## config.mk

```make
export PLATFORM = sky130hd
export DESIGN_NAME = calendar_date_counter
export DESIGN_NICKNAME = d
export VERILOG_FILES = /design/src/rtl/core/caldate_pkg.sv /design/src/rtl/core/calendar_date_counter.sv
export SDC_FILE = /design/constraint.sdc
export NUM_CORES = 1
export LEC_CHECK = 0
export BUFFER_PORTS_ARGS = -buffer_cell sky130_fd_sc_hd__buf_2
export CORE_MARGIN = 10
export CORE_UTILIZATION = 52
export DETAILED_ROUTE_END_ITERATION = 10
export PLACE_DENSITY = 0.79
export SYNTH_ARGS = -nofsm -noshare
export SYNTH_HDL_FRONTEND = slang
export SYNTH_SLANG_ARGS = --single-unit
```

## constraint.sdc

```tcl
create_clock -name clk -period 5.51 [get_ports clk]
set_input_delay 0.551 -clock clk [delete_from_list [all_inputs] [get_ports clk]]
set_output_delay 0.551 -clock clk [all_outputs]
set_load 0.005 [all_outputs]
```

## src/rtl/core/caldate_pkg.sv

```systemverilog
// Package for the Gregorian calendar date counter: field widths, command and
// status codes, register indexes, and leap-year and month-length helpers.
// No dependencies.
package caldate_pkg;

    // Field widths
    localparam int DAY_W    = 5;
    localparam int MONTH_W  = 4;
    localparam int YEAR_W   = 14;
    localparam int OP_W     = 2;
    localparam int STATUS_W = 2;

    // Stream payload widths; data widths padded to whole bytes
    localparam int S_DATA_W = 24;
    localparam int S_USER_W = OP_W;
    localparam int M_DATA_W = 32;

    // Configuration port widths
    localparam int APB_ADDR_W = 4;
    localparam int APB_DATA_W = 32;

    // Reset values
    localparam logic [DAY_W-1:0]   DAY_RST   = 5'd1;
    localparam logic [MONTH_W-1:0] MONTH_RST = 4'd1;
    localparam logic [YEAR_W-1:0]  YEAR_RST  = 14'd2000;

    // Month constants
    localparam logic [MONTH_W-1:0] MONTH_JAN = 4'd1;
    localparam logic [MONTH_W-1:0] MONTH_DEC = 4'd12;
    localparam logic [DAY_W-1:0]   DAY_FIRST = 5'd1;
    localparam logic [DAY_W-1:0]   DAY_LAST  = 5'd31;

    // Command codes
    typedef enum logic [OP_W-1:0] {
        OP_LOAD = 2'd0,
        OP_NEXT = 2'd1,
        OP_PREV = 2'd2
    } op_t;

    // Status codes
    typedef enum logic [STATUS_W-1:0] {
        ST_OK      = 2'd0,
        ST_INVALID = 2'd1,
        ST_LIMIT   = 2'd2
    } status_t;

    // Register indexes (word address)
    typedef enum logic [1:0] {
        REG_DEFAULT_DAY   = 2'd0,
        REG_DEFAULT_MONTH = 2'd1,
        REG_DEFAULT_YEAR  = 2'd2
    } reg_idx_t;

    // Leap test: divisible by 4, and not by 100 unless by 400.
    // Divisibility of year/4 by 25 uses the modular inverse of 25 mod 2^12:
    // x is a multiple of 25 exactly when x*3113 mod 4096 <= 163.
    function automatic logic is_leap(input logic [YEAR_W-1:0] year);
        logic [YEAR_W-3:0] quarter;
        logic [YEAR_W-3:0] prod;
        logic              div4;
        logic              div100;
        logic              div400;
        quarter = year[YEAR_W-1:2];
        prod    = quarter * 12'd3113;
        div4    = (year[1:0] == 2'd0);
        div100  = div4 && (prod <= 12'd163);
        div400  = div100 && (year[3:0] == 4'd0);
        return div4 && (!div100 || div400);
    endfunction

    // Days in a month; zero for a month code outside 1..12
    function automatic logic [DAY_W-1:0] month_len(input logic [MONTH_W-1:0] month,
                                                   input logic [YEAR_W-1:0]  year);
        logic [DAY_W-1:0] len;
        case (month)
            4'd2:                                    len = is_leap(year) ? 5'd29 : 5'd28;
            4'd4, 4'd6, 4'd9, 4'd11:                 len = 5'd30;
            4'd1, 4'd3, 4'd5, 4'd7, 4'd8, 4'd10, 4'd12: len = 5'd31;
            default:                                 len = 5'd0;
        endcase
        return len;
    endfunction

endpackage

```

## src/rtl/core/calendar_date_counter.sv

```systemverilog
// A result is registered and appears on the master side in the cycle after its command is accepted.
// Throughput: one command per cycle; a command is taken while the previous result
// is handed off, and held back only while the output register is full and stalled.
// The date update is one pass of logic from the held date to the date registers.
// Reset (rst_n low, asynchronous): date 1/1/2000, defaults 1/1/2000, output empty.
// Top level of the Gregorian calendar date counter.
// Depends on caldate_pkg.
module calendar_date_counter #(
    parameter int YEAR_MAX = 9999
) (
    input  logic                               clk,
    input  logic                               rst_n,
    // Command stream
    input  logic                               s_tvalid,
    output logic                               s_tready,
    // s_tdata: load_day[4:0], load_month[8:5], load_year[22:9], zero pad[23]
    input  logic [caldate_pkg::S_DATA_W-1:0]   s_tdata,
    // s_tuser: op[1:0]
    input  logic [caldate_pkg::S_USER_W-1:0]   s_tuser,
    // Result stream
    output logic                               m_tvalid,
    input  logic                               m_tready,
    // m_tdata: cur_day[4:0], cur_month[8:5], cur_year[22:9], status[24:23], zero pad[31:25]
    output logic [caldate_pkg::M_DATA_W-1:0]   m_tdata,
    // Configuration port
    input  logic                               psel,
    input  logic                               penable,
    input  logic                               pwrite,
    input  logic [caldate_pkg::APB_ADDR_W-1:0] paddr,
    input  logic [caldate_pkg::APB_DATA_W-1:0] pwdata,
    output logic [caldate_pkg::APB_DATA_W-1:0] prdata,
    output logic                               pready
);
    import caldate_pkg::*;

    localparam logic [YEAR_W-1:0] YEAR_LIMIT = YEAR_W'(YEAR_MAX);

    // Default registers
    logic [DAY_W-1:0]   default_day_reg;
    logic [MONTH_W-1:0] default_month_reg;
    logic [YEAR_W-1:0]  default_year_reg;

    // Held date
    logic [DAY_W-1:0]   day_reg,   day_next;
    logic [MONTH_W-1:0] month_reg, month_next;
    logic [YEAR_W-1:0]  year_reg,  year_next;
    status_t            status_next;

    // Output register
    logic                out_valid_reg;
    logic [M_DATA_W-1:0] out_data_reg;

    logic               s_fire;
    logic               cfg_write;
    reg_idx_t           cfg_idx;
    op_t                op;
    logic [DAY_W-1:0]   ld_day;
    logic [MONTH_W-1:0] ld_month;
    logic [YEAR_W-1:0]  ld_year;
    logic [DAY_W-1:0]   res_day;
    logic [MONTH_W-1:0] res_month;
    logic [YEAR_W-1:0]  res_year;
    logic [DAY_W-1:0]   load_len;
    logic [DAY_W-1:0]   cur_len;
    logic [MONTH_W-1:0] month_dec;
    logic [DAY_W-1:0]   prev_len;

    // Handshakes
    assign s_tready  = !out_valid_reg || m_tready;
    assign s_fire    = s_tvalid && s_tready;
    assign m_tvalid  = out_valid_reg;
    assign m_tdata   = out_data_reg;
    assign pready    = 1'b1;
    assign cfg_idx   = reg_idx_t'(paddr[APB_ADDR_W-1:2]);
    assign cfg_write = psel && penable && pwrite && pready;

    // Register readback
    always_comb
    begin
        unique case (cfg_idx)
            REG_DEFAULT_DAY:   prdata = APB_DATA_W'(default_day_reg);
            REG_DEFAULT_MONTH: prdata = APB_DATA_W'(default_month_reg);
            REG_DEFAULT_YEAR:  prdata = APB_DATA_W'(default_year_reg);
            default:           prdata = '0;
        endcase
    end

    // Unpack the command
    assign op       = op_t'(s_tuser);
    assign ld_day   = s_tdata[DAY_W-1:0];
    assign ld_month = s_tdata[DAY_W+MONTH_W-1:DAY_W];
    assign ld_year  = s_tdata[DAY_W+MONTH_W+YEAR_W-1:DAY_W+MONTH_W];

    // Resolve zero fields of a load to their defaults
    assign res_day   = (ld_day   != '0) ? ld_day   : default_day_reg;
    assign res_month = (ld_month != '0) ? ld_month : default_month_reg;
    assign res_year  = (ld_year  != '0) ? ld_year  : default_year_reg;

    assign load_len  = month_len(res_month, res_year);
    assign cur_len   = month_len(month_reg, year_reg);
    assign month_dec = MONTH_W'(month_reg - 4'd1);
    assign prev_len  = month_len(month_dec, year_reg);

    // Next date and status for the command
    always_comb
    begin
        day_next    = day_reg;
        month_next  = month_reg;
        year_next   = year_reg;
        status_next = ST_OK;
        case (op)
            OP_LOAD:
            begin
                if (load_len == '0 || res_day == '0 || res_day > load_len ||
                    res_year > YEAR_LIMIT)
                begin
                    status_next = ST_INVALID;
                end
                else
                begin
                    day_next   = res_day;
                    month_next = res_month;
                    year_next  = res_year;
                end
            end
            OP_NEXT:
            begin
                if (day_reg < cur_len)
                begin
                    day_next = DAY_W'(day_reg + 5'd1);
                end
                else if (month_reg < MONTH_DEC)
                begin
                    day_next   = DAY_FIRST;
                    month_next = MONTH_W'(month_reg + 4'd1);
                end
                else if (year_reg >= YEAR_LIMIT)
                begin
                    status_next = ST_LIMIT;
                end
                else
                begin
                    day_next   = DAY_FIRST;
                    month_next = MONTH_JAN;
                    year_next  = YEAR_W'(year_reg + 14'd1);
                end
            end
            OP_PREV:
            begin
                if (day_reg > DAY_FIRST)
                begin
                    day_next = DAY_W'(day_reg - 5'd1);
                end
                else if (month_reg > MONTH_JAN)
                begin
                    month_next = month_dec;
                    day_next   = prev_len;
                end
                else if (year_reg == '0)
                begin
                    status_next = ST_LIMIT;
                end
                else
                begin
                    year_next  = YEAR_W'(year_reg - 14'd1);
                    month_next = MONTH_DEC;
                    day_next   = DAY_LAST;
                end
            end
            default:
            begin
                status_next = ST_OK;
            end
        endcase
    end

    // Default registers: write on a completed APB write
    always_ff @(posedge clk or negedge rst_n)
    begin
        if (!rst_n)
        begin
            default_day_reg   <= DAY_RST;
            default_month_reg <= MONTH_RST;
            default_year_reg  <= YEAR_RST;
        end
        else if (cfg_write)
        begin
            unique case (cfg_idx)
                REG_DEFAULT_DAY:   default_day_reg   <= pwdata[DAY_W-1:0];
                REG_DEFAULT_MONTH: default_month_reg <= pwdata[MONTH_W-1:0];
                REG_DEFAULT_YEAR:  default_year_reg  <= pwdata[YEAR_W-1:0];
                default:           ;
            endcase
        end
    end

    // Held date: update on each accepted transaction; output valid: reload whenever s_tready is high
    always_ff @(posedge clk or negedge rst_n)
    begin
        if (!rst_n)
        begin
            day_reg       <= DAY_RST;
            month_reg     <= MONTH_RST;
            year_reg      <= YEAR_RST;
            out_valid_reg <= 1'b0;
        end
        else
        begin
            if (s_fire)
            begin
                day_reg   <= day_next;
                month_reg <= month_next;
                year_reg  <= year_next;
            end
            if (s_tready)
            begin
                out_valid_reg <= s_fire;
            end
        end
    end

    // Result payload: capture with the new date
    always_ff @(posedge clk)
    begin
        if (s_fire)
        begin
            out_data_reg <= M_DATA_W'({status_next, year_next, month_next, day_next});
        end
    end

    // Held month stays a real month
    a_month_range: assert property (@(posedge clk) disable iff (!rst_n)
        month_reg >= MONTH_JAN && month_reg <= MONTH_DEC)
        else $error("held month out of range");

    // Held day stays within 1..31
    a_day_range: assert property (@(posedge clk) disable iff (!rst_n)
        day_reg >= DAY_FIRST && day_reg <= DAY_LAST)
        else $error("held day out of range");

    // A rejected or limited command leaves the held date alone
    a_hold_on_error: assert property (@(posedge clk) disable iff (!rst_n)
        s_fire && status_next != ST_OK |=>
            $stable(day_reg) && $stable(month_reg) && $stable(year_reg))
        else $error("date changed on an error status");

    // The result shows the date held after its command
    a_result_matches: assert property (@(posedge clk) disable iff (!rst_n)
        s_fire |=> m_tvalid && m_tdata[DAY_W+MONTH_W+YEAR_W-1:0] ==
            {year_reg, month_reg, day_reg})
        else $error("result does not match held date");

endmodule

```

Word level (Yosys, flattened, before mapping)

Index checks and enable logic that the tools add are counted.

Output and inout port bits: 67
Memories: 0
Input port bits: 69
ROM bits: 0
Word-level logic and storage cells: 145
RAM bits: 0
Register bits: 72
Latch bits: 0

Multiplexer cells: 41
Equality and inequality tests: 40
Div/mod/pow operators: 0
Order comparisons: 9
Reductions and logical operators: 39
Shift operators: 0
Multipliers: 2
Bitwise operators: 0
Add/sub/neg operators: 6

Operator list:

| kind                                                             | count |
|---|---|
| two-way mux 14 bit                                               | 8 |
| case mux 14 bit (3 select lines)                                 | 2 |
| equality test 4 bit (second input constant)                      | 15 |
| case mux 5 bit (3 select lines)                                  | 4 |
| equality test 4 x 3 -> 1 bit (second input constant)             | 12 |
| two-way mux 5 bit                                                | 8 |
| two-way mux 4 bit                                                | 8 |
| equality test 4 x 2 -> 1 bit (second input constant)             | 6 |
| less-or-equal comparator 12 x 8 -> 1 bit (second input constant) | 2 |
| multiplier 12 x 11 -> 12 bit (second input constant)             | 2 |
| OR reduction 7 bit                                               | 3 |
| adder 14 x 1 -> 14 bit (second input constant)                   | 1 |
| greater-or-equal comparator 14 bit (second input constant)       | 1 |
| greater-than comparator 14 bit (second input constant)           | 1 |
| zero test 14 bit                                                 | 1 |
| nonzero test 14 bit                                              | 1 |
| subtractor 14 x 1 -> 14 bit (second input constant)              | 1 |
| equality test 4 x 1 -> 1 bit (second input constant)             | 3 |
| two-way mux 2 bit                                                | 6 |
| case mux 4 bit (3 select lines)                                  | 1 |
| OR reduction 4 bit                                               | 3 |
| zero test 5 bit                                                  | 2 |
| logical AND 1 bit                                                | 9 |
| zero test 2 bit                                                  | 4 |
| 19 further kinds                                                 | 33 |

Logic depth before layout (Yosys ltp)

Gate-level depths: netlist of the first run.

Word-level depth: 16
Depth in mapped cells: 36
Depth with buffers taken out: 31

Least setup slack after synthesis of the first run

No wires, ideal clock.

Path type: input port to flip-flop
From: input port s_tdata[11] in the netlist's numbering
To: register out_data_reg[0], in the netlist m_tdata[0] (data pin)
Setup time: 0.260 ns
Arrival time: 6.768 ns
Setup slack: -1.517 ns
Cell stages on the path: 32
Path buffers: 4
Required time: 5.250 ns
Cells stage by stage: or4_4 > nor3_4 > and2_1 > buf_4 > clkbuf_1 > a21oi_1 > inv_1 > ha_1 > inv_1 > fa_1 > inv_1 > ha_1 > ha_1 > a21o_1 > a21oi_1 > o21bai_1 > a21oi_1 > xnor2_1 > or4_1 > nor3_1 > o221ai_1 > ha_1 > nand3_1 > o22ai_1 > a21oi_1 > a311oi_2 > o311a_1 > buf_6 > buf_6 > a21oi_1 > a221o_1 > mux2_2

Longest elaborated chain between the ends: 16
Elaborated cells on any way between the ends: 21
Those cells by class: 1 x mul; 3 x order compare; 5 x mux; 12 x reduce/logical

RTL lines:

| what                                                                                  | line                         | text |
|---|---|---|
| start: declaration                                                                    | calendar_date_counter.sv:17  | `input logic [caldate_pkg::S_DATA_W-1:0] s_tdata,` |
| nonzero test 14 bit                                                                   | calendar_date_counter.sv:97  | `assign res_year = (ld_year != '0) ? ld_year : default_year_reg;` |
| two-way mux 14 bit (*)                                                                | calendar_date_counter.sv:97  |  |
| parallel branches: the longest is 11 deep, another holds multiplier 12 x 11 -> 12 bit | n/a                          |  |
| logical OR 1 bit (*)                                                                  | calendar_date_counter.sv:114 | `if (load_len == '0 \|\| res_day == '0 \|\| res_day > load_len \|\|` |
| two-way mux 5 bit (*)                                                                 | calendar_date_counter.sv:114 |  |
| case mux 5 bit (3 select lines) (*)                                                   | calendar_date_counter.sv:111 | `case (op)` |
| net day_next[0]                                                                       | calendar_date_counter.sv:44  | `logic [DAY_W-1:0] day_reg, day_next;` |
| end signal: assignment                                                                | calendar_date_counter.sv:227 | `out_data_reg <= M_DATA_W'({status_next, year_next, month_next, day_next});` |
| end: declaration                                                                      | calendar_date_counter.sv:51  | `logic [M_DATA_W-1:0] out_data_reg;` |

Mark *: on every way through the listed nets, which the timed path passes.
A chain may end at the register's enable or synchronous reset.

Worst setup path in the final report of the first run

From: input port s_tdata[20] in the netlist's numbering
To: register out_data_reg[21], in the netlist m_tdata[21] (data pin)

Longest elaborated chain between the ends: 16
Elaborated cells on any way between the ends: 21
Those cells by class: 1 x mul; 3 x order compare; 5 x mux; 12 x reduce/logical

RTL lines:

| what                                                                                  | line                         | text |
|---|---|---|
| nonzero test 14 bit                                                                   | calendar_date_counter.sv:97  |  |
| two-way mux 14 bit (*)                                                                | calendar_date_counter.sv:97  |  |
| parallel branches: the longest is 12 deep, another holds multiplier 12 x 11 -> 12 bit | n/a                          |  |
| two-way mux 14 bit (*)                                                                | calendar_date_counter.sv:114 |  |
| case mux 14 bit (3 select lines) (*)                                                  | calendar_date_counter.sv:111 |  |
| net year_next[12]                                                                     | calendar_date_counter.sv:46  | `logic [YEAR_W-1:0] year_reg, year_next;` |

Marks and branches as above.

==> results of run 1 <==
placed cells by master (no fill, tap or decap), types with 14 or more instances in the layout:
master                     Yosys  final
sky130_fd_sc_hd__dfstp_2      16     16
sky130_fd_sc_hd__a21oi_1      70     56
sky130_fd_sc_hd__nand3_1      23     20
sky130_fd_sc_hd__nor3_1       25     24
sky130_fd_sc_hd__buf_2         4     86
sky130_fd_sc_hd__xnor2_1      29     27
sky130_fd_sc_hd__o21ai_0      54     42
sky130_fd_sc_hd__buf_4        27     79
sky130_fd_sc_hd__conb_1        2     26
sky130_fd_sc_hd__inv_1        77     69
sky130_fd_sc_hd__edfxtp_1     25     25
sky130_fd_sc_hd__nor2_1       84     75
sky130_fd_sc_hd__ha_1         67     58
sky130_fd_sc_hd__and2_1       18     17
sky130_fd_sc_hd__a31oi_1      20     19
sky130_fd_sc_hd__mux2_2       26     23
sky130_fd_sc_hd__nand2_1      53     48
sky130_fd_sc_hd__dfrtp_1      31     31
sky130_fd_sc_hd__a21oi_2       1     14
critical path: cells and delay by family:
kind | cells | cell delay [ns]
xor gates and xnor gates | 2 | 0.23
AOI/OAI and AO/OA | 11 | 1.89
and+or+nand+nor | 7 | 1.73
buffers and inverters | 7 | 0.61
adders and majority gates | 4 | 1.49
path summary, 6_finish.rpt:
| check | start | to | cells past startpoint | slack, ns |
|---|---|---|---|---|
| worst max register to register | default_year_reg[7] | m_tdata[21] | 25 | -0.19 |
| worst min-delay path | rst_n | default_month_reg[1] | 2 | 0.30 |
| max in group asynchronous | rst_n | day_reg[3] | 2 | 4.70 |
| worst max-delay path | s_tdata[20] | m_tdata[21] | 31 | -0.87 |
| min in group clk | s_tvalid | m_tvalid | 2 | 0.40 |
| worst min register to register | m_tvalid | m_tvalid | 2 | 0.53 |
final cells by class:
class | count | area (um^2)
Multi-Input combinational cell | 719 | 5580
Fill cell | 1153 | 4730
Sequential cell | 72 | 1950
Timing Repair Buffer | 187 | 1340
Inverter | 78 | 293
Tap cell | 184 | 230
Clock buffer | 9 | 225
Clock inverter | 7 | 85.1
through the flow:
step                instance area, um^2  std cells
detailed placement                 8660       1216
floorplan                          7840        950
finish                             9690       1256
CTS                                9420       1250
global placement                   8660       1216
global route                       9690       1256
where the power goes:
| part | internal (uW) | switching (uW) |
|---|---|---|
| Clock | 360 | 275 |
| Sequential | 704 | 217 |
| Combinational | 899 | 1150 |
| Total | 1960 | 1640 |
per-layer routing:
| metal | vias up | global-route usage |
|---|---|---|
| met5 | - | 0 |
| met2 | 477 | 0.390 |
| li1 | 3615 | - |
| met4 | 0 | 0.123 |
| met3 | 92 | 0.0524 |
| met1 | 3721 | 0.287 |
repair_timing:
action | CTS | global route
endpoints found under the setup margin | 47 | 47
gates cloned | 2 | 0
buffers inserted | 16 | 11
pin swaps | 24 | 22
endpoints found under the hold margin | 0 | 0
gates resized for setup | 68 | 53
cells by family (layout without fill, tap and decap cells):
kind of cell	Yosys count	count (layout)	share of synthesized area
compound gates	280	280	0.247
xor+xnor	38	38	0.0437
fa+ha+maj	79	79	0.141
buf+inv	159	281	0.0942
flops	72	72	0.255
mux	33	33	0.0476
other cells	2	26	0.000985
simple gates	263	263	0.169
==> run_summary.xml, run 1 <==
<?xml version="1.0" encoding="UTF-8"?>
<metrics>
  <group name="place">
    <metric name="dp_worst_setup_slack" unit="ns">-1.33</metric>
    <metric name="place.detailed.hpwl" unit="um">17800</metric>
    <metric name="finalWeightedCongestion" unit="">0.982</metric>
    <metric name="number_of_port_buffers" unit="">88</metric>
  </group>
  <group name="timing">
    <metric name="final.setup.tns" unit="ns">-34.15</metric>
    <metric name="final-max-slew-violation-count" unit="">0</metric>
    <metric name="final.setup_skew" unit="ns">0.0110</metric>
    <metric name="hold-worst-slack" unit="ns">0.303</metric>
    <metric name="hold_viol" unit="">0</metric>
    <metric name="worst-slew-pin-transition" unit="ns">1.12</metric>
    <metric name="finalWorstPathRequiredPeriod" unit="ns">6.38</metric>
    <metric name="slew_headroom" unit="">0.247</metric>
    <metric name="rsz0062_at_grt" unit="">true</metric>
    <metric name="finalSetupViolations" unit="">47</metric>
    <metric name="peak_freq" unit="MHz">157</metric>
    <metric name="timing.final.crit_share" unit="">1.16</metric>
    <metric name="final.setup.worst_slack" unit="ns">-0.868</metric>
  </group>
  <group name="synthesis">
    <metric name="warning_count_from_the_yosys_run" unit="">0</metric>
    <metric name="ys_dominant_reg_cell" unit="">sky130_fd_sc_hd__dfrtp_1</metric>
    <metric name="postSynthAreaPerCell" unit="um^2">8.23</metric>
    <metric name="synth-async-reset-ratio" unit="">0.653</metric>
    <metric name="yosysUniqueCellTypes" unit="">78</metric>
    <metric name="postSynthCellCount" unit="">926</metric>
    <metric name="synth_seq_area_share" unit="">0.255</metric>
    <metric name="post-synth-top-count-cell" unit="">sky130_fd_sc_hd__nor2_1</metric>
    <metric name="combined_area_of_all_synthesized_cells" unit="um^2">7620</metric>
    <metric name="synth_edf_count" unit="">25</metric>
    <metric name="post_synth_most_frequent_cells" unit="">sky130_fd_sc_hd__nor2_1 (84), sky130_fd_sc_hd__inv_1 (77), sky130_fd_sc_hd__a21oi_1 (70), sky130_fd_sc_hd__ha_1 (67), sky130_fd_sc_hd__o21ai_0 (54)</metric>
    <metric name="yosys-top-cells-area" unit="">sky130_fd_sc_hd__ha_1 (11%), sky130_fd_sc_hd__dfrtp_1 (10%), sky130_fd_sc_hd__edfxtp_1 (9.8%), sky130_fd_sc_hd__dfstp_2 (5.5%), sky130_fd_sc_hd__a21oi_1 (4.6%)</metric>
    <metric name="synth_largest_type_area_fraction" unit="">0.110</metric>
    <metric name="synth_area_leader_cell" unit="">sky130_fd_sc_hd__ha_1</metric>
    <metric name="synth-seq-cells" unit="">72</metric>
  </group>
  <group name="clocking">
    <metric name="cts-htree-levels" unit="">3</metric>
    <metric name="tritoncts.num_buffers" unit="">9</metric>
    <metric name="cts_max_path_buffers" unit="">2</metric>
    <metric name="worstSkewPairLatency" unit="ns">0.37</metric>
    <metric name="cts_hold_repair.buffers" unit="">0</metric>
    <metric name="tritoncts" unit="">built</metric>
    <metric name="ctsRootBufferMaster" unit="">sky130_fd_sc_hd__clkbuf_16</metric>
    <metric name="cts.reportedPaths.clkPinSlew" unit="ns">0.06</metric>
    <metric name="tritoncts_num_sinks" unit="">72</metric>
  </group>
  <group name="power">
    <metric name="power.total" unit="uW">3600</metric>
    <metric name="power_leakage" unit="uW">0.00427</metric>
    <metric name="p_per_area" unit="nW/um^2">372</metric>
    <metric name="vdd.ir_drop.worst" unit="uV">173</metric>
  </group>
  <group name="global_routing">
    <metric name="groute.usage.overall" unit="">0.238</metric>
    <metric name="grt_start_max_net_pins" unit="">48</metric>
    <metric name="grt_first_pass_wirelength" unit="um">39100</metric>
    <metric name="first_global_vias" unit="">7674</metric>
    <metric name="globalRoute.totalOverflow" unit="">0</metric>
    <metric name="grt_antenna_before_repair" unit="">0</metric>
  </group>
  <group name="final_layout">
    <metric name="finish.utilization" unit="">0.672</metric>
    <metric name="areaGrowthSynthToFinish" unit="%">27.1</metric>
    <metric name="number_of_flip_flops_in_the_largest_register" unit="">25</metric>
    <metric name="final_layout_size_suffix_gt1_frac" unit="">0.328</metric>
    <metric name="antenna_cells" unit="">0</metric>
    <metric name="nNetsFinal" unit="">1215</metric>
  </group>
  <group name="die">
    <metric name="pin_count" unit="">136</metric>
    <metric name="fp.dieW" unit="um">141</metric>
    <metric name="die_height" unit="um">141</metric>
    <metric name="fp-row-count" unit="">44</metric>
    <metric name="core_area" unit="um^2">14400</metric>
    <metric name="initial_utilization" unit="">0.529</metric>
    <metric name="die_area" unit="um^2">19900</metric>
  </group>
  <group name="setup_path">
    <metric name="timing.critical_path.from_type" unit="">input port</metric>
    <metric name="crit_path_max_fanout" unit="">6</metric>
    <metric name="critical_path.slowest_cell" unit="">sky130_fd_sc_hd__fa_1</metric>
    <metric name="worstPathArrival" unit="ns">6.49</metric>
    <metric name="crit_required" unit="ns">5.62</metric>
    <metric name="timing.critical_path.to_type" unit="">flip-flop</metric>
    <metric name="cell_occurring_most_often_along_the_worst_timing_path" unit="">sky130_fd_sc_hd__inv_2</metric>
    <metric name="crit_path_max_incr_delay" unit="ns">0.55</metric>
    <metric name="timing.setup.critical_path_class" unit="">in2reg</metric>
  </group>
  <group name="detailed_routing">
    <metric name="highest_layer" unit="">met4</metric>
    <metric name="antenna_left" unit="">0</metric>
    <metric name="route.vias.total" unit="">7905</metric>
    <metric name="route.layer.met1.wl" unit="um">9830</metric>
    <metric name="detailroute.wirelength.met3" unit="um">2510</metric>
    <metric name="wl_met2" unit="um">12000</metric>
    <metric name="initialDrtViolationCount" unit="">795</metric>
    <metric name="avgViaCountPerCell" unit="">6.29</metric>
    <metric name="finalWirelength" unit="um">25300</metric>
    <metric name="drt_first_pass_iters" unit="">5</metric>
    <metric name="per_cell_routed_wire_length" unit="um">20.2</metric>
    <metric name="remaining_drc_errors" unit="">0</metric>
  </group>
  <group name="run_status">
    <metric name="violations" unit="">setup timing</metric>
    <metric name="run_status" unit="">finished, violations left</metric>
  </group>
  <group name="flow_run">
    <metric name="maxCapViolations" unit="">0</metric>
  </group>
  <group name="worst_hold_path">
    <metric name="min_path_type" unit="">in2async</metric>
  </group>
</metrics>
No activity file was read; power rests on OpenSTA's default activity.
==> run 2: changes to the inputs <==
--- a/config.mk
+++ b/config.mk
@@ -9,7 +9,7 @@
 export CORE_MARGIN = 10
 export CORE_UTILIZATION = 52
 export DETAILED_ROUTE_END_ITERATION = 10
-export PLACE_DENSITY = 0.79
+export PLACE_DENSITY = 0.81
 export SYNTH_ARGS = -nofsm -noshare
 export SYNTH_HDL_FRONTEND = slang
 export SYNTH_SLANG_ARGS = --single-unit
==> run_summary.xml, run 2 (synthesis gave the netlist of run 1 again) <==
<?xml version="1.0" encoding="UTF-8"?>
<metrics>
  <group name="setup_path">
    <metric name="crit_path_max_incr_delay" unit="ns">0.54</metric>
    <metric name="crit_path_max_fanout" unit="">8</metric>
    <metric name="critical_path.slowest_cell" unit="">sky130_fd_sc_hd__or4_4</metric>
    <metric name="crit_required" unit="ns">5.62</metric>
    <metric name="worstPathArrival" unit="ns">6.58</metric>
    <metric name="timing.critical_path.to_type" unit="">flip-flop</metric>
    <metric name="cp.depth" unit="">32</metric>
    <metric name="timing.critical_path.from_type" unit="">input port</metric>
    <metric name="total_buffers_and_inverters_traversed_by_the_critical_path" unit="">8</metric>
    <metric name="timing.setup.critical_path_class" unit="">in2reg</metric>
    <metric name="r2r.worst_path.cells" unit="">29</metric>
    <metric name="cell_occurring_most_often_along_the_worst_timing_path" unit="">sky130_fd_sc_hd__inv_2</metric>
    <metric name="critical_path.top_delay_family" unit="">compound AO/OA/AOI/OAI gates</metric>
  </group>
  <group name="clocking">
    <metric name="cts.reportedPaths.clkPinSlew" unit="ns">0.07</metric>
    <metric name="tritoncts" unit="">built</metric>
    <metric name="worstSkewPairLatency" unit="ns">0.37</metric>
    <metric name="tritoncts.num_buffers" unit="">9</metric>
    <metric name="cts_hold_repair.buffers" unit="">0</metric>
    <metric name="cts-htree-levels" unit="">3</metric>
    <metric name="tritoncts_num_sinks" unit="">72</metric>
    <metric name="ctsRootBufferMaster" unit="">sky130_fd_sc_hd__clkbuf_16</metric>
    <metric name="cts_max_path_buffers" unit="">2</metric>
  </group>
  <group name="power">
    <metric name="p_per_area" unit="nW/um^2">373</metric>
    <metric name="power.share.clock" unit="">0.172</metric>
    <metric name="power.total" unit="uW">3570</metric>
    <metric name="vdd.ir_drop.worst" unit="uV">181</metric>
    <metric name="net-switching-power" unit="uW">1630</metric>
    <metric name="combinationalPowerShare" unit="">0.571</metric>
    <metric name="power_leakage" unit="uW">0.00419</metric>
    <metric name="p_seq_frac" unit="">0.257</metric>
    <metric name="netSwitchingFraction" unit="">0.457</metric>
    <metric name="cell_internal_pwr" unit="uW">1940</metric>
  </group>
  <group name="timing">
    <metric name="final-max-slew-violation-count" unit="">0</metric>
    <metric name="peak_freq" unit="MHz">155</metric>
    <metric name="final.setup.worst_slack" unit="ns">-0.956</metric>
    <metric name="finalWorstPathRequiredPeriod" unit="ns">6.47</metric>
    <metric name="final.setup_skew" unit="ns">0.00969</metric>
    <metric name="rsz0062_at_grt" unit="">true</metric>
    <metric name="slew_headroom" unit="">0.159</metric>
    <metric name="finalSetupViolations" unit="">47</metric>
    <metric name="worst-slew-pin-transition" unit="ns">1.26</metric>
    <metric name="timing.final.crit_share" unit="">1.17</metric>
    <metric name="hold_viol" unit="">0</metric>
  </group>
  <group name="worst_hold_path">
    <metric name="min_path_type" unit="">in2async</metric>
  </group>
  <group name="die">
    <metric name="die_height" unit="um">141</metric>
    <metric name="core_area" unit="um^2">14400</metric>
    <metric name="pin_count" unit="">136</metric>
    <metric name="die_area" unit="um^2">19900</metric>
    <metric name="initial_utilization" unit="">0.529</metric>
    <metric name="fp-row-count" unit="">44</metric>
    <metric name="fp.dieW" unit="um">141</metric>
  </group>
  <group name="global_routing">
    <metric name="grt_start_max_net_pins" unit="">48</metric>
    <metric name="first_global_vias" unit="">7948</metric>
    <metric name="grt_antenna_before_repair" unit="">1</metric>
    <metric name="grt_first_pass_wirelength" unit="um">40200</metric>
    <metric name="groute.usage.overall" unit="">0.245</metric>
    <metric name="globalRoute.totalOverflow" unit="">0</metric>
  </group>
  <group name="run_status">
    <metric name="violations" unit="">setup timing</metric>
    <metric name="run_status" unit="">finished, violations left</metric>
  </group>
  <group name="detailed_routing">
    <metric name="finalWirelength" unit="um">25300</metric>
    <metric name="route.vias.total" unit="">7944</metric>
    <metric name="drt_first_pass_iters" unit="">6</metric>
    <metric name="avgViaCountPerCell" unit="">6.35</metric>
    <metric name="per_cell_routed_wire_length" unit="um">20.2</metric>
    <metric name="remaining_drc_errors" unit="">0</metric>
    <metric name="initialDrtViolationCount" unit="">933</metric>
    <metric name="antenna_left" unit="">0</metric>
  </group>
  <group name="final_layout">
    <metric name="layoutNonFillerInstCount" unit="">1252</metric>
    <metric name="final_layout_size_suffix_gt1_frac" unit="">0.320</metric>
    <metric name="mostFrequentLayoutCells" unit="">sky130_fd_sc_hd__buf_2 (85), sky130_fd_sc_hd__nor2_1 (79), sky130_fd_sc_hd__buf_4 (78), sky130_fd_sc_hd__inv_1 (69), sky130_fd_sc_hd__a21oi_1 (59)</metric>
    <metric name="areaGrowthSynthToFinish" unit="%">25.4</metric>
    <metric name="nNetsFinal" unit="">1210</metric>
    <metric name="number_of_flip_flops_in_the_largest_register" unit="">25</metric>
    <metric name="layout.cells.most_common" unit="">sky130_fd_sc_hd__buf_2</metric>
  </group>
  <group name="flow_run">
    <metric name="maxCapViolations" unit="">0</metric>
  </group>
  <group name="place">
    <metric name="post-place-cells" unit="">1211</metric>
    <metric name="place.detailed.hpwl" unit="um">17800</metric>
    <metric name="finalWeightedCongestion" unit="">0.992</metric>
    <metric name="number_of_port_buffers" unit="">88</metric>
  </group>
</metrics>
run 2: repair_timing:
| item | in CTS | in global routing |
|---|---|---|
| buffers inserted | 18 | 9 |
| pin swaps | 26 | 26 |
| cloned | 1 | 0 |
| setup endpoints to repair | 47 | 47 |
| gates resized for setup | 68 | 35 |
run 2: worst reg2reg max path, delay by kind of cell, from the launching register on:
family / cells / cell delay [ns]
fa+ha+maj: 4 / 1.14
buf+inv: 7 / 0.70
compound gates: 9 / 1.92
simple gates: 3 / 0.14
flops: 1 / 0.46
xor+xnor: 6 / 1.15
run 2: layout make-up:
class                      count  area, um^2
inverter                      78         293
sequential                    72        1950
fill                        1099        4870
clock inverter                 7        70.1
multi-input combinational    719        5540
antenna                        1        2.50
clock buffer                   9         225
timing repair buffer         182        1250
tap                          184         230
run 2: path summary, 6_finish.rpt:
path	endpoint	slack, ns	start
worst min-delay path	default_month_reg[3]	0.31	rst_n
min in group clk	m_tvalid	0.40	s_tvalid
worst min register to register	m_tvalid	0.53	m_tvalid
worst max register to register	m_tdata[21]	-0.26	default_year_reg[2]
worst max-delay path	m_tdata[21]	-0.96	s_tdata[9]
max in group asynchronous	year_reg[11]	4.75	rst_n
run 2: power groups by stage:
stage                     clock network [uW]  registers (uW)  logic, uW
after global routing                     635             936       2230
after floorplan                            0             789       1400
after CTS                                617             904       1920
final                                    613             917       2040
after global placement                     0             907       1760
after detailed placement                   0             910       1810
run 2: per-stage QoR:
stage	setup slack, ns	hold slack, ns	utilization	instance area (um^2)	setup TNS (ns)
after global routing	-1.16	0.339	0.662	9560	-45.39
after global placement	-1.03	0.507	0.598	8620	-39.58
after detailed placement	-1.23	0.519	0.598	8620	-47.98
after CTS	-0.746	0.311	0.650	9380	-27.36
after floorplan	-1.04	0.255	-	7840	-38.85
final	-0.956	0.307	0.663	9560	-35.66
run 2: routing by layer:
layer,part of all wire,track usage,wire length (um)
met5,0,0,0
met4,0.051,0.148,1290
met3,0.10,0.0601,2650
met2,0.45,0.388,11500
met1,0.39,0.293,9940
==> run 3: changes to the inputs <==
--- a/config.mk
+++ b/config.mk
@@ -5,11 +5,12 @@
 export SDC_FILE = /design/constraint.sdc
 export NUM_CORES = 1
 export LEC_CHECK = 0
-export BUFFER_PORTS_ARGS = -buffer_cell sky130_fd_sc_hd__buf_2
+export ABC_AREA = 1
 export CORE_MARGIN = 10
-export CORE_UTILIZATION = 52
+export CORE_UTILIZATION = 57
 export DETAILED_ROUTE_END_ITERATION = 10
-export PLACE_DENSITY = 0.81
+export DONT_BUFFER_PORTS = 1
+export PLACE_DENSITY = 0.78
 export SYNTH_ARGS = -nofsm -noshare
 export SYNTH_HDL_FRONTEND = slang
 export SYNTH_SLANG_ARGS = --single-unit
==> run_summary.xml, run 3 <==
<?xml version="1.0" encoding="UTF-8"?>
<metrics>
  <group name="detailed_routing">
    <metric name="finalWirelength" unit="um">24300</metric>
    <metric name="per_cell_routed_wire_length" unit="um">16.8</metric>
    <metric name="avgViaCountPerCell" unit="">5.70</metric>
    <metric name="initialDrtViolationCount" unit="">930</metric>
    <metric name="antenna_left" unit="">0</metric>
    <metric name="remaining_drc_errors" unit="">0</metric>
    <metric name="drt_first_pass_iters" unit="">7</metric>
    <metric name="route.vias.total" unit="">8239</metric>
  </group>
  <group name="final_layout">
    <metric name="antenna_cells" unit="">0</metric>
    <metric name="mostFrequentLayoutCells" unit="">sky130_fd_sc_hd__nand2_1 (345), sky130_fd_sc_hd__inv_1 (160), sky130_fd_sc_hd__nand3_1 (151), sky130_fd_sc_hd__nor2_1 (85), sky130_fd_sc_hd__o21ai_0 (62)</metric>
    <metric name="finish.instance_area" unit="um^2">9010</metric>
    <metric name="areaGrowthSynthToFinish" unit="%">9.62</metric>
    <metric name="number_of_flip_flops_in_the_largest_register" unit="">25</metric>
    <metric name="layoutNonFillerInstCount" unit="">1445</metric>
    <metric name="nNetsFinal" unit="">1408</metric>
    <metric name="layout.cells.most_common" unit="">sky130_fd_sc_hd__nand2_1</metric>
    <metric name="final_layout_size_suffix_gt1_frac" unit="">0.118</metric>
  </group>
  <group name="die">
    <metric name="die_area" unit="um^2">19600</metric>
    <metric name="die_height" unit="um">140</metric>
    <metric name="initial_utilization" unit="">0.588</metric>
    <metric name="fp-row-count" unit="">43</metric>
    <metric name="pin_count" unit="">136</metric>
    <metric name="core_area" unit="um^2">14000</metric>
    <metric name="fp.dieW" unit="um">140</metric>
  </group>
  <group name="clocking">
    <metric name="tritoncts_num_sinks" unit="">72</metric>
    <metric name="cts-htree-levels" unit="">3</metric>
    <metric name="cts.reportedPaths.clkPinSlew" unit="ns">0.06</metric>
    <metric name="ctsRootBufferMaster" unit="">sky130_fd_sc_hd__clkbuf_16</metric>
    <metric name="cts_max_path_buffers" unit="">2</metric>
    <metric name="tritoncts.num_buffers" unit="">9</metric>
    <metric name="worstSkewPairLatency" unit="ns">0.35</metric>
    <metric name="tritoncts" unit="">built</metric>
  </group>
  <group name="flow_run">
    <metric name="maxCapViolations" unit="">0</metric>
  </group>
  <group name="synthesis">
    <metric name="post_synth_most_frequent_cells" unit="">sky130_fd_sc_hd__nand2_1 (352), sky130_fd_sc_hd__inv_1 (163), sky130_fd_sc_hd__nand3_1 (157), sky130_fd_sc_hd__nor2_1 (87), sky130_fd_sc_hd__ha_1 (67)</metric>
    <metric name="synth_area_leader_cell" unit="">sky130_fd_sc_hd__nand2_1</metric>
    <metric name="synth_seq_area_share" unit="">0.237</metric>
    <metric name="synth_edf_count" unit="">25</metric>
    <metric name="ys_dominant_reg_cell" unit="">sky130_fd_sc_hd__dfrtp_1</metric>
    <metric name="postSynthAreaPerCell" unit="um^2">6.56</metric>
    <metric name="post-synth-top-count-cell" unit="">sky130_fd_sc_hd__nand2_1</metric>
    <metric name="synth_largest_type_area_fraction" unit="">0.161</metric>
    <metric name="warning_count_from_the_yosys_run" unit="">0</metric>
    <metric name="combined_area_of_all_synthesized_cells" unit="um^2">8220</metric>
    <metric name="yosysUniqueCellTypes" unit="">54</metric>
    <metric name="synth-async-reset-ratio" unit="">0.653</metric>
    <metric name="postSynthCellCount" unit="">1254</metric>
    <metric name="synth-seq-cells" unit="">72</metric>
    <metric name="yosys-top-cells-area" unit="">sky130_fd_sc_hd__nand2_1 (16%), sky130_fd_sc_hd__ha_1 (10%), sky130_fd_sc_hd__nand3_1 (9.6%), sky130_fd_sc_hd__dfrtp_1 (9.4%), sky130_fd_sc_hd__edfxtp_1 (9.1%)</metric>
  </group>
  <group name="global_routing">
    <metric name="groute.usage.overall" unit="">0.231</metric>
    <metric name="grt_first_pass_wirelength" unit="um">37700</metric>
    <metric name="grt_start_max_net_pins" unit="">49</metric>
    <metric name="first_global_vias" unit="">7458</metric>
    <metric name="globalRoute.totalOverflow" unit="">0</metric>
    <metric name="grt_antenna_before_repair" unit="">0</metric>
  </group>
  <group name="timing">
    <metric name="final.setup_skew" unit="ns">0.00941</metric>
    <metric name="finalWorstPathRequiredPeriod" unit="ns">5.33</metric>
    <metric name="final-max-slew-violation-count" unit="">0</metric>
    <metric name="final.setup.tns" unit="ns">0</metric>
    <metric name="slew_headroom" unit="">0.335</metric>
    <metric name="worst-slew-pin-transition" unit="ns">0.991</metric>
    <metric name="timing.final.crit_share" unit="">0.966</metric>
    <metric name="finalSetupViolations" unit="">0</metric>
    <metric name="hold_viol" unit="">0</metric>
    <metric name="peak_freq" unit="MHz">188</metric>
  </group>
  <group name="setup_path">
    <metric name="timing.setup.critical_path_class" unit="">in2reg</metric>
    <metric name="timing.critical_path.to_type" unit="">flip-flop</metric>
    <metric name="crit_required" unit="ns">5.61</metric>
    <metric name="timing.critical_path.from_type" unit="">input port</metric>
    <metric name="worstPathArrival" unit="ns">5.42</metric>
    <metric name="crit_path_max_incr_delay" unit="ns">0.33</metric>
    <metric name="critical_path.slowest_cell" unit="">sky130_fd_sc_hd__fa_2</metric>
    <metric name="crit_path_max_fanout" unit="">9</metric>
  </group>
  <group name="worst_hold_path">
    <metric name="min_path_type" unit="">in2async</metric>
  </group>
  <group name="place">
    <metric name="dpl-instance-area" unit="um^2">8360</metric>
    <metric name="finalWeightedCongestion" unit="">0.971</metric>
    <metric name="place.detailed.hpwl" unit="um">17300</metric>
    <metric name="number_of_port_buffers" unit="">0</metric>
    <metric name="post-place-cells" unit="">1420</metric>
  </group>
  <group name="run_status">
    <metric name="run_status" unit="">complete, no violations</metric>
  </group>
  <group name="power">
    <metric name="power_leakage" unit="uW">0.00457</metric>
    <metric name="vdd.ir_drop.worst" unit="uV">293</metric>
    <metric name="p_per_area" unit="nW/um^2">523</metric>
  </group>
</metrics>
run 3: per-stage QoR:
step	power (uW)	utilization	hold WS (ns)	setup WS, ns
detailed placement	3950	0.598	0.259	-0.312
global route	5180	0.644	0.0321	-0.112
floorplan	3350	-	0.255	0.296
finish	4710	0.644	0.0398	0.185
CTS	4570	0.620	0.0370	0.0238
global placement	3870	0.598	0.259	-0.128
run 3: cell families (layout without fill, tap and decap cells):
family / count (synthesis) / in the layout / synth area share
XOR/XNOR: 29 / 29 / 0.0318
AND/OR/NAND/NOR: 656 / 660 / 0.350
other: 2 / 26 / 0.000913
AO/OA/AOI/OAI: 161 / 161 / 0.114
adder cells (fa/ha/maj): 79 / 79 / 0.131
buffers and inverters: 255 / 238 / 0.135
flip-flops: 72 / 72 / 0.237
run 3: worst max-delay path, delay by kind of cell:
family | cells | cell delay [ns]
compound gates | 4 | 0.40
buf+inv | 5 | 0.45
simple gates | 16 | 1.89
xor+xnor | 6 | 1.19
fa+ha+maj | 4 | 0.91
run 3: routing by layer:
metal / vias up / global-route usage / routed length (um)
met5: - / 0 / 0
met4: 0 / 0.0625 / 477
met3: 39 / 0.0673 / 2670
met2: 423 / 0.359 / 10900
met1: 3770 / 0.304 / 10300
li1: 4007 / - / -
run 3: final timing paths:
path | start | to | slack [ns] | cells after the start
max | s_tdata[15] | m_tdata[16] | 0.18 | 35
min | rst_n | month_reg[3] | 0.04 | 1
max reg2reg | default_year_reg[3] | m_tdata[16] | 0.25 | 35
min reg2reg | default_year_reg[10] | default_year_reg[10] | 0.49 | 2
max in group asynchronous | rst_n | default_year_reg[5] | 5.27 | 1
min in group clk | pwdata[7] | default_year_reg[7] | 0.33 | 2
run 3: report_power, final:
| group | switching (uW) | internal, uW | total [uW] | leakage [uW] |
|---|---|---|---|---|
| sequential | 278 | 763 | 1040 | 0.000793 |
| clock | 244 | 346 | 590 | 0.000136 |
| combinational | 1990 | 1090 | 3080 | 0.00364 |
run 3: what timing repair did:
action,4_1_cts,5_1_grt
hold buffers,1,0
endpoints found under the setup margin,0,46
resized for setup,0,52
endpoints found under the hold margin,31,0
buffers inserted,0,4
run 3: area by class of cell:
cell class,count,area (um^2)
Clock buffer,9,225
Clock inverter,7,62.6
Fill cell,1299,4980
Inverter,187,702
Multi-Input combinational cell,955,5560
Sequential cell,72,1950
Tap cell,180,225
Timing Repair Buffer,35,295
